===== src/sv/dqfb_pkg.sv =====
// ----------------------------------------------------------------------------
// dqfb_pkg - shared types and constants of the DNS query frame builder
// Command word passed from the front to the back, back state codes,
// header byte table and configuration register indexes.
// ----------------------------------------------------------------------------
package dqfb_pkg;

    localparam logic [7:0]  DOT_CHAR   = 8'd46;
    localparam logic [15:0] SOA_TYPE   = 16'd6;
    localparam int          HDR_BYTES  = 12;
    localparam int          FIN_BYTES  = 5;
    localparam int          CMDQ_DEPTH = 4;

    // header byte positions that may be non-zero
    localparam logic [3:0]  HDR_FLAGS_IDX   = 4'd2;
    localparam logic [3:0]  HDR_QDCOUNT_IDX = 4'd5;

    // configuration register indexes
    localparam logic CFG_QUERY_TYPE  = 1'b0;
    localparam logic CFG_QUERY_CLASS = 1'b1;

    // label index and length fields sized for the largest allowed label
    typedef struct packed {
        logic       hdr;     // send the 12-byte header first
        logic       store;   // write ch into the label store at addr
        logic       close;   // emit length byte and len stored bytes
        logic       finish;  // emit terminator (and type/class) and end frame
        logic       err;     // frame was cut short
        logic [7:0] ch;
        logic [7:0] addr;
        logic [7:0] len;
    } t_cmd;

    typedef enum logic [2:0] {
        B_IDLE,
        B_HDR,
        B_LEN,
        B_BODY,
        B_FIN
    } t_back_state;

    function automatic logic [7:0] hdr_byte(input logic [3:0] idx, input logic rd);
        logic [7:0] b;
        case (idx)
            HDR_FLAGS_IDX:   b = {7'd0, rd};
            HDR_QDCOUNT_IDX: b = 8'd1;
            default:         b = 8'd0;
        endcase
        return b;
    endfunction

endpackage


===== src/sv/dqfb_front.sv =====
// ----------------------------------------------------------------------------
// dqfb_front - character classifier
// Accepts one name character per cycle while the command queue has room,
// tracks label/name length and error state; one back command per character.
// ----------------------------------------------------------------------------
module dqfb_front #(
    parameter int MAX_NAME  = 255,
    parameter int MAX_LABEL = 63
) (
    input  logic          i_clk,
    input  logic          i_rst_n,
    input  logic          i_valid,
    input  logic [7:0]    i_char,
    input  logic          i_last,
    input  logic          i_full,
    output logic          o_ready,
    output logic          o_push,
    output dqfb_pkg::t_cmd o_cmd
);

    localparam int NLW = $clog2(MAX_NAME + 1);
    localparam int LLW = $clog2(MAX_LABEL + 1);

    logic           r_in_frame, n_in_frame;
    logic           r_err, n_err;
    logic [NLW-1:0] r_nl, n_nl;
    logic [LLW-1:0] r_ll, n_ll;
    logic           w_acc;
    dqfb_pkg::t_cmd w_cmd;

    assign w_acc   = i_valid && !i_full;
    assign o_ready = !i_full;
    assign o_push  = w_acc;
    assign o_cmd   = w_cmd;

    always_comb begin
        w_cmd      = '0;
        w_cmd.hdr  = !r_in_frame;
        w_cmd.ch   = i_char;
        w_cmd.addr = 8'(r_ll);
        n_err      = r_err;
        n_nl       = r_nl;
        n_ll       = r_ll;
        n_in_frame = 1'b1;
        if (!r_err) begin
            if (r_nl >= NLW'(MAX_NAME)) begin
                n_err = 1'b1;
            end else begin
                n_nl = r_nl + NLW'(1);
                if (i_char == dqfb_pkg::DOT_CHAR) begin
                    w_cmd.close = 1'b1;
                    w_cmd.len   = 8'(r_ll);
                    n_ll        = '0;
                end else if (r_ll >= LLW'(MAX_LABEL)) begin
                    // label too long: drop it
                    n_err = 1'b1;
                    n_ll  = '0;
                end else begin
                    w_cmd.store = 1'b1;
                    n_ll        = r_ll + LLW'(1);
                    if (i_last) begin
                        w_cmd.close = 1'b1;
                        w_cmd.len   = 8'(r_ll) + 8'd1;
                    end
                end
            end
        end
        if (i_last) begin
            w_cmd.finish = 1'b1;
            w_cmd.err    = n_err;
            n_err        = 1'b0;
            n_nl         = '0;
            n_ll         = '0;
            n_in_frame   = 1'b0;
        end
    end

    always_ff @(posedge i_clk) begin
        if (!i_rst_n) begin
            r_in_frame <= 1'b0;
            r_err      <= 1'b0;
            r_nl       <= '0;
            r_ll       <= '0;
        end else if (w_acc) begin
            r_in_frame <= n_in_frame;
            r_err      <= n_err;
            r_nl       <= n_nl;
            r_ll       <= n_ll;
        end
    end

endmodule


===== src/sv/dqfb_cmd_fifo.sv =====
// ----------------------------------------------------------------------------
// dqfb_cmd_fifo - command queue between front and back
// Small register FIFO; head entry is shown while not empty.
// ----------------------------------------------------------------------------
module dqfb_cmd_fifo (
    input  logic           i_clk,
    input  logic           i_rst_n,
    input  logic           i_push,
    input  dqfb_pkg::t_cmd i_cmd,
    input  logic           i_pop,
    output dqfb_pkg::t_cmd o_cmd,
    output logic           o_full,
    output logic           o_empty
);

    localparam int PW = $clog2(dqfb_pkg::CMDQ_DEPTH);
    localparam int CW = $clog2(dqfb_pkg::CMDQ_DEPTH + 1);

    dqfb_pkg::t_cmd r_mem [dqfb_pkg::CMDQ_DEPTH];
    logic [PW-1:0]  r_wp;
    logic [PW-1:0]  r_rp;
    logic [CW-1:0]  r_cnt;

    assign o_cmd   = r_mem[r_rp];
    assign o_full  = (r_cnt == CW'(dqfb_pkg::CMDQ_DEPTH));
    assign o_empty = (r_cnt == '0);

    always_ff @(posedge i_clk) begin
        if (i_push) begin
            r_mem[r_wp] <= i_cmd;
        end
    end

    always_ff @(posedge i_clk) begin
        if (!i_rst_n) begin
            r_wp  <= '0;
            r_rp  <= '0;
            r_cnt <= '0;
        end else begin
            if (i_push) begin
                r_wp <= r_wp + PW'(1);
            end
            if (i_pop) begin
                r_rp <= r_rp + PW'(1);
            end
            if (i_push && !i_pop) begin
                r_cnt <= r_cnt + CW'(1);
            end else if (!i_push && i_pop) begin
                r_cnt <= r_cnt - CW'(1);
            end
        end
    end

endmodule


===== src/sv/dqfb_back.sv =====
// ----------------------------------------------------------------------------
// dqfb_back - frame byte sequencer and word packer
// Executes commands: header, label store write, label emission from the
// label store, frame finish. Bytes are packed eight to a word, first byte
// in the top lane, into an output register.
// ----------------------------------------------------------------------------
module dqfb_back #(
    parameter int MAX_LABEL = 63
) (
    input  logic           i_clk,
    input  logic           i_rst_n,
    input  dqfb_pkg::t_cmd i_cmd,
    input  logic           i_cmd_empty,
    output logic           o_cmd_pop,
    input  logic [15:0]    i_query_type,
    input  logic [15:0]    i_query_class,
    input  logic           i_out_ready,
    output logic           o_out_valid,
    output logic [63:0]    o_frame_word,
    output logic [3:0]     o_byte_count,
    output logic           o_frame_end,
    output logic           o_frame_error
);

    localparam int AW = (MAX_LABEL > 1) ? $clog2(MAX_LABEL) : 1;

    logic [7:0]            r_mem [MAX_LABEL];
    logic [7:0]            r_rd_data;
    dqfb_pkg::t_back_state r_state, n_state;
    dqfb_pkg::t_cmd        r_cmd;
    logic [7:0]            r_idx, n_idx;
    logic [63:0]           r_pack, w_pack;
    logic [2:0]            r_pcnt;
    logic                  r_ovalid;
    logic [63:0]           r_oword;
    logic [3:0]            r_ocnt;
    logic                  r_oend;
    logic                  r_oerr;

    logic                  w_pop;
    logic [7:0]            w_byte;
    logic                  w_byte_valid;
    logic                  w_byte_last;
    logic                  w_ph_end;
    logic                  w_emit;
    logic                  w_adv;
    logic                  w_rd_en;
    logic [AW-1:0]         w_rd_addr;
    dqfb_pkg::t_back_state w_first;
    dqfb_pkg::t_back_state w_after_close;
    dqfb_pkg::t_back_state w_after_hdr;

    assign w_pop        = (r_state == dqfb_pkg::B_IDLE) && !i_cmd_empty;
    assign o_cmd_pop    = w_pop;
    assign w_byte_valid = (r_state != dqfb_pkg::B_IDLE);

    assign w_after_close = r_cmd.finish ? dqfb_pkg::B_FIN : dqfb_pkg::B_IDLE;
    assign w_after_hdr   = r_cmd.close ? dqfb_pkg::B_LEN : w_after_close;
    assign w_first = i_cmd.hdr    ? dqfb_pkg::B_HDR :
                     i_cmd.close  ? dqfb_pkg::B_LEN :
                     i_cmd.finish ? dqfb_pkg::B_FIN : dqfb_pkg::B_IDLE;

    // byte source for the current phase
    always_comb begin
        w_byte      = 8'd0;
        w_ph_end    = 1'b0;
        w_byte_last = 1'b0;
        case (r_state)
            dqfb_pkg::B_HDR: begin
                w_byte   = dqfb_pkg::hdr_byte(r_idx[3:0],
                                              i_query_type == dqfb_pkg::SOA_TYPE);
                w_ph_end = (r_idx == 8'(dqfb_pkg::HDR_BYTES - 1));
            end
            dqfb_pkg::B_LEN: begin
                w_byte   = r_cmd.len;
                w_ph_end = 1'b1;
            end
            dqfb_pkg::B_BODY: begin
                w_byte   = r_rd_data;
                w_ph_end = (r_idx == r_cmd.len - 8'd1);
            end
            dqfb_pkg::B_FIN: begin
                case (r_idx[2:0])
                    3'd1:    w_byte = i_query_type[15:8];
                    3'd2:    w_byte = i_query_type[7:0];
                    3'd3:    w_byte = i_query_class[15:8];
                    3'd4:    w_byte = i_query_class[7:0];
                    default: w_byte = 8'd0;
                endcase
                // on error only the terminator goes out
                w_ph_end    = r_cmd.err || (r_idx == 8'(dqfb_pkg::FIN_BYTES - 1));
                w_byte_last = w_ph_end;
            end
            default: begin
                w_byte = 8'd0;
            end
        endcase
    end

    assign w_emit = w_byte_valid && ((r_pcnt == 3'd7) || w_byte_last);
    assign w_adv  = w_byte_valid && (!w_emit || !r_ovalid || i_out_ready);

    // next label byte is read ahead into a register
    assign w_rd_en = w_adv &&
                     (((r_state == dqfb_pkg::B_LEN) && (r_cmd.len != 8'd0)) ||
                      ((r_state == dqfb_pkg::B_BODY) && !w_ph_end));
    assign w_rd_addr = (r_state == dqfb_pkg::B_LEN) ? '0 : AW'(r_idx + 8'd1);

    always_comb begin
        w_pack = r_pack;
        for (int k = 0; k < 8; k++) begin
            if (r_pcnt == 3'(k)) begin
                w_pack[63 - 8*k -: 8] = w_byte;
            end
        end
    end

    always_comb begin
        n_state = r_state;
        n_idx   = r_idx;
        if (w_pop) begin
            n_state = w_first;
            n_idx   = 8'd0;
        end else if (w_adv) begin
            if (w_ph_end) begin
                n_idx = 8'd0;
                case (r_state)
                    dqfb_pkg::B_HDR:  n_state = w_after_hdr;
                    dqfb_pkg::B_LEN:  n_state = (r_cmd.len != 8'd0) ? dqfb_pkg::B_BODY
                                                                    : w_after_close;
                    dqfb_pkg::B_BODY: n_state = w_after_close;
                    default:          n_state = dqfb_pkg::B_IDLE;
                endcase
            end else begin
                n_idx = r_idx + 8'd1;
            end
        end
    end

    always_ff @(posedge i_clk) begin
        if (w_pop && i_cmd.store) begin
            r_mem[i_cmd.addr[AW-1:0]] <= i_cmd.ch;
        end
        if (w_rd_en) begin
            r_rd_data <= r_mem[w_rd_addr];
        end
    end

    always_ff @(posedge i_clk) begin
        if (!i_rst_n) begin
            r_state <= dqfb_pkg::B_IDLE;
        end else begin
            r_state <= n_state;
        end
    end

    always_ff @(posedge i_clk) begin
        r_idx <= n_idx;
        if (w_pop) begin
            r_cmd <= i_cmd;
        end
        if (w_adv && w_emit) begin
            r_oword <= w_pack;
            r_ocnt  <= {1'b0, r_pcnt} + 4'd1;
            r_oend  <= w_byte_last;
            r_oerr  <= w_byte_last && r_cmd.err;
        end
    end

    always_ff @(posedge i_clk) begin
        if (!i_rst_n) begin
            r_pack   <= '0;
            r_pcnt   <= '0;
            r_ovalid <= 1'b0;
        end else begin
            if (w_adv) begin
                if (w_emit) begin
                    r_pack <= '0;
                    r_pcnt <= '0;
                end else begin
                    r_pack <= w_pack;
                    r_pcnt <= r_pcnt + 3'd1;
                end
            end
            if (w_adv && w_emit) begin
                r_ovalid <= 1'b1;
            end else if (i_out_ready) begin
                r_ovalid <= 1'b0;
            end
        end
    end

    assign o_out_valid   = r_ovalid;
    assign o_frame_word  = r_oword;
    assign o_byte_count  = r_ocnt;
    assign o_frame_end   = r_oend;
    assign o_frame_error = r_oerr;

endmodule


===== src/sv/dns_query_frame_builder.sv =====
// ----------------------------------------------------------------------------
// dns_query_frame_builder - DNS query frame from a dotted host name
// Stream in one name character per word (tlast on the final character),
// stream out the query frame packed in 64-bit words.
// ----------------------------------------------------------------------------
// Usage:
//   s_axis: tdata[7:0] = name character, tlast = last character of the name.
//   m_axis: tdata[63:0] = frame bytes (first byte in 63:56), tdata[67:64] =
//     valid byte count, tlast = last word of the frame, tuser = error.
//   Config: i_cfg_we/i_cfg_index/i_cfg_data write query type (0) and class (1)
//     while the block is idle; both reset to 1.
// Throughput: the front accepts one character per cycle while the 4-entry
//   command queue has room. The back pops a command only while it is idle and
//   then produces that command's frame bytes, stopping at a finished word while
//   the previous word is not taken: the header gives 12 bytes, a label its
//   length byte and its stored bytes, the frame end 5 bytes (terminator, type
//   and class; only the terminator on error).
// First word: valid once the back has popped the header command and packed eight header bytes into the output register.
// Reset: synchronous active low; empties the queue and the output register,
//   restores default type and class, starts with a new frame.
// Stall: with m_axis_tready low the finished word is held; the back stops at
//   the next finished word, the queue fills and then s_axis_tready drops.
// ----------------------------------------------------------------------------
module dns_query_frame_builder #(
    parameter int MAX_NAME  = 255,
    parameter int MAX_LABEL = 63
) (
    input  logic        i_clk,
    input  logic        i_rst_n,
    input  logic        i_cfg_we,
    input  logic        i_cfg_index,
    input  logic [15:0] i_cfg_data,
    input  logic        s_axis_tvalid,
    output logic        s_axis_tready,
    input  logic [7:0]  s_axis_tdata,   // [7:0] name_char
    input  logic        s_axis_tlast,   // name_last
    output logic        m_axis_tvalid,
    input  logic        m_axis_tready,
    output logic [71:0] m_axis_tdata,   // [63:0] frame_word, [67:64] byte_count, pad
    output logic        m_axis_tlast,   // frame_end
    output logic        m_axis_tuser    // [0] frame_error
);

    logic [15:0]    r_query_type;
    logic [15:0]    r_query_class;
    logic           w_push;
    logic           w_pop;
    logic           w_full;
    logic           w_empty;
    dqfb_pkg::t_cmd w_front_cmd;
    dqfb_pkg::t_cmd w_head_cmd;
    logic [63:0]    w_word;
    logic [3:0]     w_count;

    always_ff @(posedge i_clk) begin
        if (!i_rst_n) begin
            r_query_type  <= 16'd1;
            r_query_class <= 16'd1;
        end else if (i_cfg_we) begin
            case (i_cfg_index)
                dqfb_pkg::CFG_QUERY_TYPE:  r_query_type  <= i_cfg_data;
                dqfb_pkg::CFG_QUERY_CLASS: r_query_class <= i_cfg_data;
                default: ;
            endcase
        end
    end

    dqfb_front #(
        .MAX_NAME  (MAX_NAME),
        .MAX_LABEL (MAX_LABEL)
    ) u_front (
        .i_clk   (i_clk),
        .i_rst_n (i_rst_n),
        .i_valid (s_axis_tvalid),
        .i_char  (s_axis_tdata),
        .i_last  (s_axis_tlast),
        .i_full  (w_full),
        .o_ready (s_axis_tready),
        .o_push  (w_push),
        .o_cmd   (w_front_cmd)
    );

    dqfb_cmd_fifo u_cmd_fifo (
        .i_clk   (i_clk),
        .i_rst_n (i_rst_n),
        .i_push  (w_push),
        .i_cmd   (w_front_cmd),
        .i_pop   (w_pop),
        .o_cmd   (w_head_cmd),
        .o_full  (w_full),
        .o_empty (w_empty)
    );

    dqfb_back #(
        .MAX_LABEL (MAX_LABEL)
    ) u_back (
        .i_clk         (i_clk),
        .i_rst_n       (i_rst_n),
        .i_cmd         (w_head_cmd),
        .i_cmd_empty   (w_empty),
        .o_cmd_pop     (w_pop),
        .i_query_type  (r_query_type),
        .i_query_class (r_query_class),
        .i_out_ready   (m_axis_tready),
        .o_out_valid   (m_axis_tvalid),
        .o_frame_word  (w_word),
        .o_byte_count  (w_count),
        .o_frame_end   (m_axis_tlast),
        .o_frame_error (m_axis_tuser)
    );

    assign m_axis_tdata = {4'd0, w_count, w_word};

    // only the final word of a frame may be short
    a_full_word: assert property (@(posedge i_clk) disable iff (!i_rst_n)
        m_axis_tvalid && !m_axis_tlast |-> m_axis_tdata[67:64] == 4'd8)
        else $error("non-final word with fewer than eight bytes");

    // error flag rides only on the frame's last word
    a_err_last: assert property (@(posedge i_clk) disable iff (!i_rst_n)
        m_axis_tvalid && m_axis_tuser |-> m_axis_tlast)
        else $error("frame_error on a word that does not end the frame");

    // the back never pops an empty queue
    a_no_underflow: assert property (@(posedge i_clk) disable iff (!i_rst_n)
        w_pop |-> !w_empty)
        else $error("command popped from empty queue");

endmodule


===== config.mk =====
export PLATFORM = sky130hd
export DESIGN_NAME = dns_query_frame_builder
export DESIGN_NICKNAME = d
export VERILOG_FILES = /design/src/sv/dqfb_pkg.sv /design/src/sv/dqfb_front.sv /design/src/sv/dqfb_cmd_fifo.sv /design/src/sv/dqfb_back.sv /design/src/sv/dns_query_frame_builder.sv
export SDC_FILE = /design/constraint.sdc
export NUM_CORES = 1
export LEC_CHECK = 0
export ABC_AREA = 1
export BUFFER_PORTS_ARGS = -buffer_cell sky130_fd_sc_hd__clkbuf_2
export CORE_UTILIZATION = 30
export DETAILED_ROUTE_END_ITERATION = 8
export GPL_ROUTABILITY_DRIVEN = 0
export MAX_ROUTING_LAYER = met4
export PLACE_DENSITY = 0.53
export SLEW_MARGIN = 5
export SYNTH_ARGS = -nofsm -noshare
export SYNTH_HDL_FRONTEND = slang
export SYNTH_SLANG_ARGS = --single-unit

===== constraint.sdc =====
create_clock -name i_clk -period 6.7 [get_ports i_clk]
set_clock_uncertainty 0.1 [all_clocks]
set_input_delay 0.335 -clock i_clk [delete_from_list [all_inputs] [get_ports i_clk]]
set_output_delay 0.335 -clock i_clk [all_outputs]
set_load 0.005 [all_outputs]

==> results of run 1 <==
cells in the mapped netlist (3+ instances only):
master and count:
o21bai_1 6, o21ai_1 29, xor2_1 7, a31oi_1 10, inv_2 13, a21oi_1 120
buf_1 7, buf_4 15, edfxtp_1 696, buf_6 12, nand3_2 3, nand2_4 3
a32oi_1 6, o21ai_0 301, o211ai_1 126, nand4_1 11, buf_2 65, nor2_4 3
nand2_1 552, clkinv_1 9, dfxtp_1 136, nor3_1 15, o2111ai_1 5, ha_1 20
o221ai_1 3, o21a_1 9, or2_2 35, inv_1 139, nor2_2 3, a211oi_1 7
nand3_1 168, o22ai_1 18, nor2_1 453, clkbuf_1 63, nor4_1 4
power by group through the flow:
stage | Combinational [mW] | Clock (mW) | Sequential [mW]
floorplan | 3.24 | 0 | 6.77
CTS | 5.01 | 5.22 | 6.71
detailed placement | 4.98 | 0 | 6.81
global placement | 4.99 | 0 | 6.81
global route | 5.50 | 5.41 | 6.74
finish | 4.99 | 5.14 | 6.71
stage by stage:
step           instances  total power, mW  hold slack, ns  instance area (um2)
2_1_floorplan       3096            10.01          0.3339                34360
3_3_place_gp        4579            11.80          0.3469                36390
3_5_place_dp        4579            11.80          0.3508                36390
4_1_cts             4771            16.93        0.007691                39680
5_1_grt             4771            17.64         0.07842                39680
6_report            4771            16.83         0.03641                39680
kinds of logic (layout without fill, tap and decap cells):
logic type	after synthesis	count (layout)
AOI/OAI and AO/OA	650	650
DFF	832	832
and+or+nand+nor	1254	1254
buffers and inverters	324	499
adders and majority gates	21	21
other	1	8
xor gates and xnor gates	7	7
state kept, by name, summed over array words and instances (netlist names), 6 cells and up, named ones only:
name and flops:
u_back.r_mem 504, u_cmd_fifo.r_mem 104, u_back.o_frame_word 64, u_back.r_pack 64, r_query_class 16, r_query_type 16
u_back.r_cmd 10, u_back.r_idx 8, u_back.r_rd_data 8, u_front.r_nl 8, u_front.r_ll 6
worst min-delay path by stage:
stage | cells after the start | startpoint | slack [ns] | to
floorplan | 0 | s_axis_tdata[0] | 0.33 | u_cmd_fifo.r_mem[0][14]$_DFFE_PP_
global placement | 2 | u_back.r_pack[8]$_SDFFE_PN0P_ | 0.35 | u_back.r_pack[8]$_SDFFE_PN0P_
detailed placement | 2 | u_back.r_pack[40]$_SDFFE_PN0P_ | 0.35 | u_back.r_pack[40]$_SDFFE_PN0P_
CTS | 4 | m_axis_tready | 0.008 | u_back.o_out_valid$_SDFFE_PN0P_
global route | 4 | m_axis_tready | 0.08 | u_back.o_out_valid$_SDFFE_PN0P_
finish | 4 | m_axis_tready | 0.04 | u_back.o_out_valid$_SDFFE_PN0P_
layer usage:
layer / routed length [um] / track usage, % / share of wire, % / vias up
met2: 42870 / 25.10 / 46 / 719
met4: 2067 / 4.185 / 2.2 / 0
met5: 0 / - / 0 / -
li1: - / - / - / 11094
met3: 5263 / 2.564 / 5.6 / 153
met1: 43580 / 22.59 / 46 / 11460
layout by cell type (no fill, tap or decap), drive strengths merged, types with 7 or more instances in the layout:
master	netlist	layout
a211oi	7	7
a21oi	123	123
a31oi	10	10
a32oi	7	7
buf	99	43
bufinv	0	12
clkbuf	63	213
clkinv	9	46
conb	1	8
dfxtp	136	136
dlygate4sd3	0	25
edfxtp	696	696
ha	20	20
inv	153	155
nand2	556	556
nand3	172	172
nand4	11	11
nor2	459	459
nor3	15	15
o211ai	126	126
o21a	9	9
o21ai	330	330
o22ai	18	18
or2	35	35
xor2	7	7
area by class of cell:
class | instances | share of cell area, %
repair buffers | 170 | 2.762
inverters | 162 | 1.545
clock inverters | 56 | 1.463
multi-input cells | 1940 | 23.75
flip-flops and latches | 832 | 59.54
clock buffers | 111 | 6.217
well taps | 1500 | 4.729
critical path, delay by kind of cell, from the launching register on:
family,cells,cell delay [ns]
adder cells (fa/ha/maj),1,1.07
buffers and inverters,4,1.19
flip-flops,1,0.70
AND/OR/NAND/NOR,8,0.91
==> impl_metrics.ini, run 1 <==
[clock_network]
tritoncts = built
insertion_delay_ns = 0.66
htree_levels = 3
clock_tree.buffer_depth = 3
clock_sinks = 832
numCtsBuffers = 91
cts_setup_buffers = 0
postCtsHoldBufs = 25
cts_root_buf = clkbuf_16
cts_resized = 0
clkTransAtPathRegs_ns = 0.06

[finish]
final_core_utilization_pct = 35.13
seq_area_mm2 = 0.02363
nets = 3249
multiInputGateArea_mm2 = 0.009424
fillers = 11208
drive_above_1_share_pct = 11.01
area_growth_pct = 15.60
antennaDiodeCount = 0

[global_routing]
grt_max_degree = 94
grt_pass1_vias = 22444
grt_antenna_before_repair = 0
grt-ovfl-total = 0
grt_pass1_wl_mm = 141.6
grt_use_total_pct = 16.38

[worst_setup_path]
reg2reg_from = u_back.r_idx[2]$_SDFFE_PP0P_
crit_end = u_back.r_rd_data[1]$_DFFE_PP_
cp_cell_sequence = inv_2 -> ha_1 -> inv_1 -> buf_4 -> nand2_2 -> buf_4 -> nand3_1 -> nand3_1 -> nand2_1 -> nand2_1 -> nand2_1 -> nand2_1 -> nand2_1
startpoint = u_back.r_idx[2]$_SDFFE_PP0P_
r2r_end = u_back.r_rd_data[1]$_DFFE_PP_
cp.arrival_ns = 4.63
crit_slowest_cell = ha_1
end_kind = flop
required_ns = 7.01
crit_fanout = 55
cp-start-kind = flop
path_class = flop to flop
reg2regPathDepth = 13
rrSetupSlack_ns = 2.38
max_stage_delay_ns = 1.07
cpMostUsedCell = nand2_1

[power_and_ir_drop]
swShare_pct = 35.92
power.switching_mw = 6.046
powerDensity_mw_per_mm2 = 424.1
seqPwrFrac_pct = 39.9
p_comb_share_pct = 29.6
clockPowerShare_pct = 30.5
ir_worst_vdd_mv = 0.2889
internal-power_mw = 10.78
p_leak_nw = 13.74

[floorplan]
initial_core_util_pct = 30.39
ioPinCount = 107
die_area_mm2 = 0.1158
num_rows = 123
die_width_um = 340.3
core_mm2 = 0.1130
die_h_um = 340.3

[synthesis]
synthCells = 3089
ys.flop_type = edfxtp_1
synth-xor-area-share_pct = 0.1786
yosysSeqAreaShare_pct = 68.81
syn_area_mm2 = 0.03433
synth_cell_types = 49
ys_async_sr_fraction_pct = 0
synth_warnings = 0
synth_top_cell_area_share_pct = 60.88
synthTopCellsByArea = edfxtp_1 61%, dfxtp_1 7.9%, nand2_1 6.0%
synth_mux_area_share_pct = 0
synth_seq_cells = 832
synth_edf_count = 696
synth_fa_ha_area_share_pct = 0.7873
synth_top_cell_by_area = edfxtp_1
syn_area_per_cell_um2 = 11.11
synth_top_family_by_area = simple AND/OR/NAND/NOR gates
synth_compound_area_share_pct = 10.98
synth_simple_gate_area_share_pct = 15.02

[detailed_routing]
firstDrtPassIters = 6
routed_wl_mm = 93.78
route.detailed.drc = 0
detail_route.vias_per_cell = 4.910
vias = 23426
drt_iter0_markers = 2429
wl_per_cell_um = 19.66
ant_nets = 0

[sta]
slew_headroom_pct = 16.53
setup_violations = 0
max_freq_mhz = 231.5
setup_tns_ns = 0
fin_ws_ns = 2.379
final.min_clock_period_ns = 4.321
rsz0062_at_grt = false
slew_violations = 0
post-route-period-util_pct = 64.49
finalHoldViolations = 0
worst_pin_slew_ns = 1.252

[outcome]
status = complete, no violations

[place]
post-dp-hpwl_mm = 56.55
place_ws_ns = 2.412
io_buffers = 102

[worst_hold_path]
hold_path_class = input port to flop

[run]
drv_cap = 0
Power figures use the tool's default switching activity.
==> run 2, diff against run 1 <==
--- a/config.mk
+++ b/config.mk
@@ -5,7 +5,7 @@
 export SDC_FILE = /design/constraint.sdc
 export NUM_CORES = 1
 export LEC_CHECK = 0
-export ABC_AREA = 1
+export ABC_AREA = 0
 export BUFFER_PORTS_ARGS = -buffer_cell sky130_fd_sc_hd__clkbuf_2
 export CORE_UTILIZATION = 30
 export DETAILED_ROUTE_END_ITERATION = 8
==> constraint.sdc (replaced) <==
create_clock -name i_clk -period 4.1 [get_ports i_clk]
set_clock_uncertainty 0.1 [all_clocks]
set_input_delay 0.205 -clock i_clk [delete_from_list [all_inputs] [get_ports i_clk]]
set_output_delay 0.205 -clock i_clk [all_outputs]
set_load 0.005 [all_outputs]
==> run 2 against run 1 <==
- via count is 5.7% lower
- wire length is 4.3% higher
- die area is 1.2% lower
- clock-buffer cell count is 11 higher
- combinational power is 42% higher
- sequential share of layout area is 0.59 points lower
- sequential power is 58% higher
- total power is 54% higher
- synthesized cell count is 21% lower
- critical path depth is 4 lower
- cell area is 1.0% higher
- highest routed layer unchanged
==> impl_metrics.ini, run 2 <==
[synthesis]
synth_top_family_by_area = compound AO/OA/AOI/OAI gates
synthTopCellsByArea = edfxtp_1 62%, dfxtp_1 8.0%, mux4_2 4.0%
synth_commonest_cells = 696 x edfxtp_1, 243 x nor2_1, 236 x nand2_1, 136 x dfxtp_1, 133 x a21oi_1
synth_edf_count = 696
synth_fa_ha_area_share_pct = 0.7968
synth_seq_cells = 832
synth-xor-area-share_pct = 0.6455
syn_area_mm2 = 0.03392
synth_simple_gate_area_share_pct = 8.968
synth_mux_area_share_pct = 6.813
synth_top_cell_by_area = edfxtp_1
synthCells = 2427
syn_area_per_cell_um2 = 13.98
synth_cell_types = 87
synth_warnings = 0
post-synth-top-count-cell = edfxtp_1
ys_async_sr_fraction_pct = 0
yosysSeqAreaShare_pct = 69.64
synth_top_cell_area_share_pct = 61.62
synth_compound_area_share_pct = 10.73
ys.flop_type = edfxtp_1

[worst_setup_path]
reg2regPathDepth = 9
rrSetupSlack_ns = 0.28
r2r_end = u_back.r_rd_data[6]$_DFFE_PP_
crit_fanout = 27
cp.arrival_ns = 4.09
path_class = flop to flop
required_ns = 4.37
cp-start-kind = flop
reg2reg_from = u_back.r_idx[1]$_SDFFE_PP0P_
end_kind = flop

[global_routing]
grt_pass1_wl_mm = 144.6
grt_antenna_before_repair = 0
grt_use_total_pct = 17.10
grt_pass1_vias = 22017
grt_max_degree = 65
grt-ovfl-total = 0

[sta]
max_freq_mhz = 261.5
slew_violations = 0
whs_ns = 0.1071
finalHoldViolations = 0
setup_tns_ns = 0
worst_pin_slew_ns = 1.077
setup_violations = 0
final.min_clock_period_ns = 3.824
rsz0062_at_grt = false
slew_headroom_pct = 26.32
post-route-period-util_pct = 93.27

[detailed_routing]
route.detailed.drc = 0
firstDrtPassIters = 6
ant_nets = 0
drt_iter0_markers = 2061
vias = 22097
wl_per_cell_um = 23.32
routed_wl_mm = 97.81
detail_route.vias_per_cell = 5.269

[finish]
top_regs = u_back.r_mem x504, u_cmd_fifo.r_mem x104
drive_above_1_share_pct = 17.52
layout_commonest_cell = edfxtp_1
largest_register_ffs = 504
most-common-layout-cells = 696 x edfxtp_1, 240 x nor2_1, 236 x nand2_1
largest_register = u_back.r_mem
final_core_utilization_pct = 35.97
area_growth_pct = 18.18
nets = 2683
antennaDiodeCount = 0

[clock_network]
numCtsBuffers = 90
cts_setup_buffers = 0
insertion_delay_ns = 0.66
clock_tree.buffer_depth = 3
clock_sinks = 832
tritoncts = built
clkTransAtPathRegs_ns = 0.06
htree_levels = 3
cts_root_buf = clkbuf_16

[place]
io_buffers = 102
post-dp-hpwl_mm = 63.85

[floorplan]
ioPinCount = 107
die_h_um = 338.2
core_mm2 = 0.1114
die_area_mm2 = 0.1144
die_width_um = 338.2
initial_core_util_pct = 30.44
num_rows = 122

[worst_hold_path]
hold_path_class = input port to flop
worst_hold_path.endpoint = r_query_class[10]$_SDFFE_PN0P_
hold_start = i_cfg_we
whs_path_depth = 4

[run]
drv_cap = 0

[power_and_ir_drop]
p_leak_nw = 13.26
ir_worst_vdd_mv = 0.4310
powerDensity_mw_per_mm2 = 645.2

[outcome]
status = complete, no violations
## run 2: cell count changes after synthesis, sizes merged, moves of 34 or more
cell	previous run	this run
inv	153	22
or2	35	1
o211ai	126	13
mux4	0	62
nor2	459	243
clkbuf	63	104
a22oi	0	67
nand2	556	237
mux2i	0	67
o21ai	330	88
nand3	172	45
buf	99	55
## run 2: logic make-up after synthesis
| group | count (synthesis) |
|---|---|
| compound gates | 534 |
| xor+xnor | 25 |
| fa+ha+maj | 21 |
| buf+inv | 184 |
| flops | 832 |
| mux | 150 |
| other cells | 1 |
| simple gates | 680 |
## run 2: area by class of cell
cell class | count | area (um2)
inverter | 25 | 95.09
multi-input combinational | 1418 | 9592
timing repair buffer | 264 | 1914
tap | 1488 | 1862
fill | 10671 | 71350
clock inverter | 45 | 500.5
sequential | 832 | 23630
clock buffer | 122 | 2494
## run 2: worst max-delay path, stage by stage (launching register included)
cell and delay, ns:
dfxtp_1 0.55, ha_1 0.28, ha_2 0.35, nor2_4 0.48, buf_4 0.48, a2bb2oi_1 0.12, o311ai_0 0.12, a21oi_1 0.14
nor4_1 0.72, nand4b_1 0.17
## run 2: power breakdown
group	switching [mW]	total [mW]	internal, mW
clock	3.38	8.18	4.80
combinational	4.93	7.08	2.15
sequential	0.319	10.6	10.3
total	8.64	25.9	17.2
## run 2: worst max path at each step
stage / startpoint / end
final: u_back.r_idx[1]$_SDFFE_PP0P_ / u_back.r_rd_data[6]$_DFFE_PP_
after global routing: u_back.r_idx[1]$_SDFFE_PP0P_ / u_back.r_rd_data[6]$_DFFE_PP_
after detailed placement: u_back.r_idx[1]$_SDFFE_PP0P_ / u_back.r_rd_data[5]$_DFFE_PP_
after CTS: u_back.r_idx[1]$_SDFFE_PP0P_ / u_back.r_rd_data[5]$_DFFE_PP_
after global placement: u_back.r_idx[1]$_SDFFE_PP0P_ / u_back.r_rd_data[5]$_DFFE_PP_
after floorplan: u_back.r_idx[0]$_SDFFE_PP0P_ / u_back.r_pack[0]$_SDFFE_PN0P_
## run 2: stage by stage
step	std cells	instance area [um2]	power (mW)	setup slack, ns
after detailed placement	3992	36730	17.76	0.2759
after CTS	4194	40080	25.95	0.2631
after global placement	3992	36730	17.63	0.2980
after floorplan	2434	33960	14.93	0.1187
final	4194	40080	25.86	0.2760
after global routing	4194	40080	26.80	0.1668
## run 2: per-layer routing
layer	track usage, %	vias to the layer above	routed length (um)
met4	6.004	0	3081
li1	-	9762	-
met3	2.611	169	6323
met5	-	-	0
met1	22.24	11269	42060
met2	27.10	897	46340
## run 2: what timing repair did
item | CTS | global route
endpoints found under the hold margin | 76 | 0
hold buffers | 35 | 0
setup endpoints to repair | 0 | 1
gates resized for setup | 0 | 1
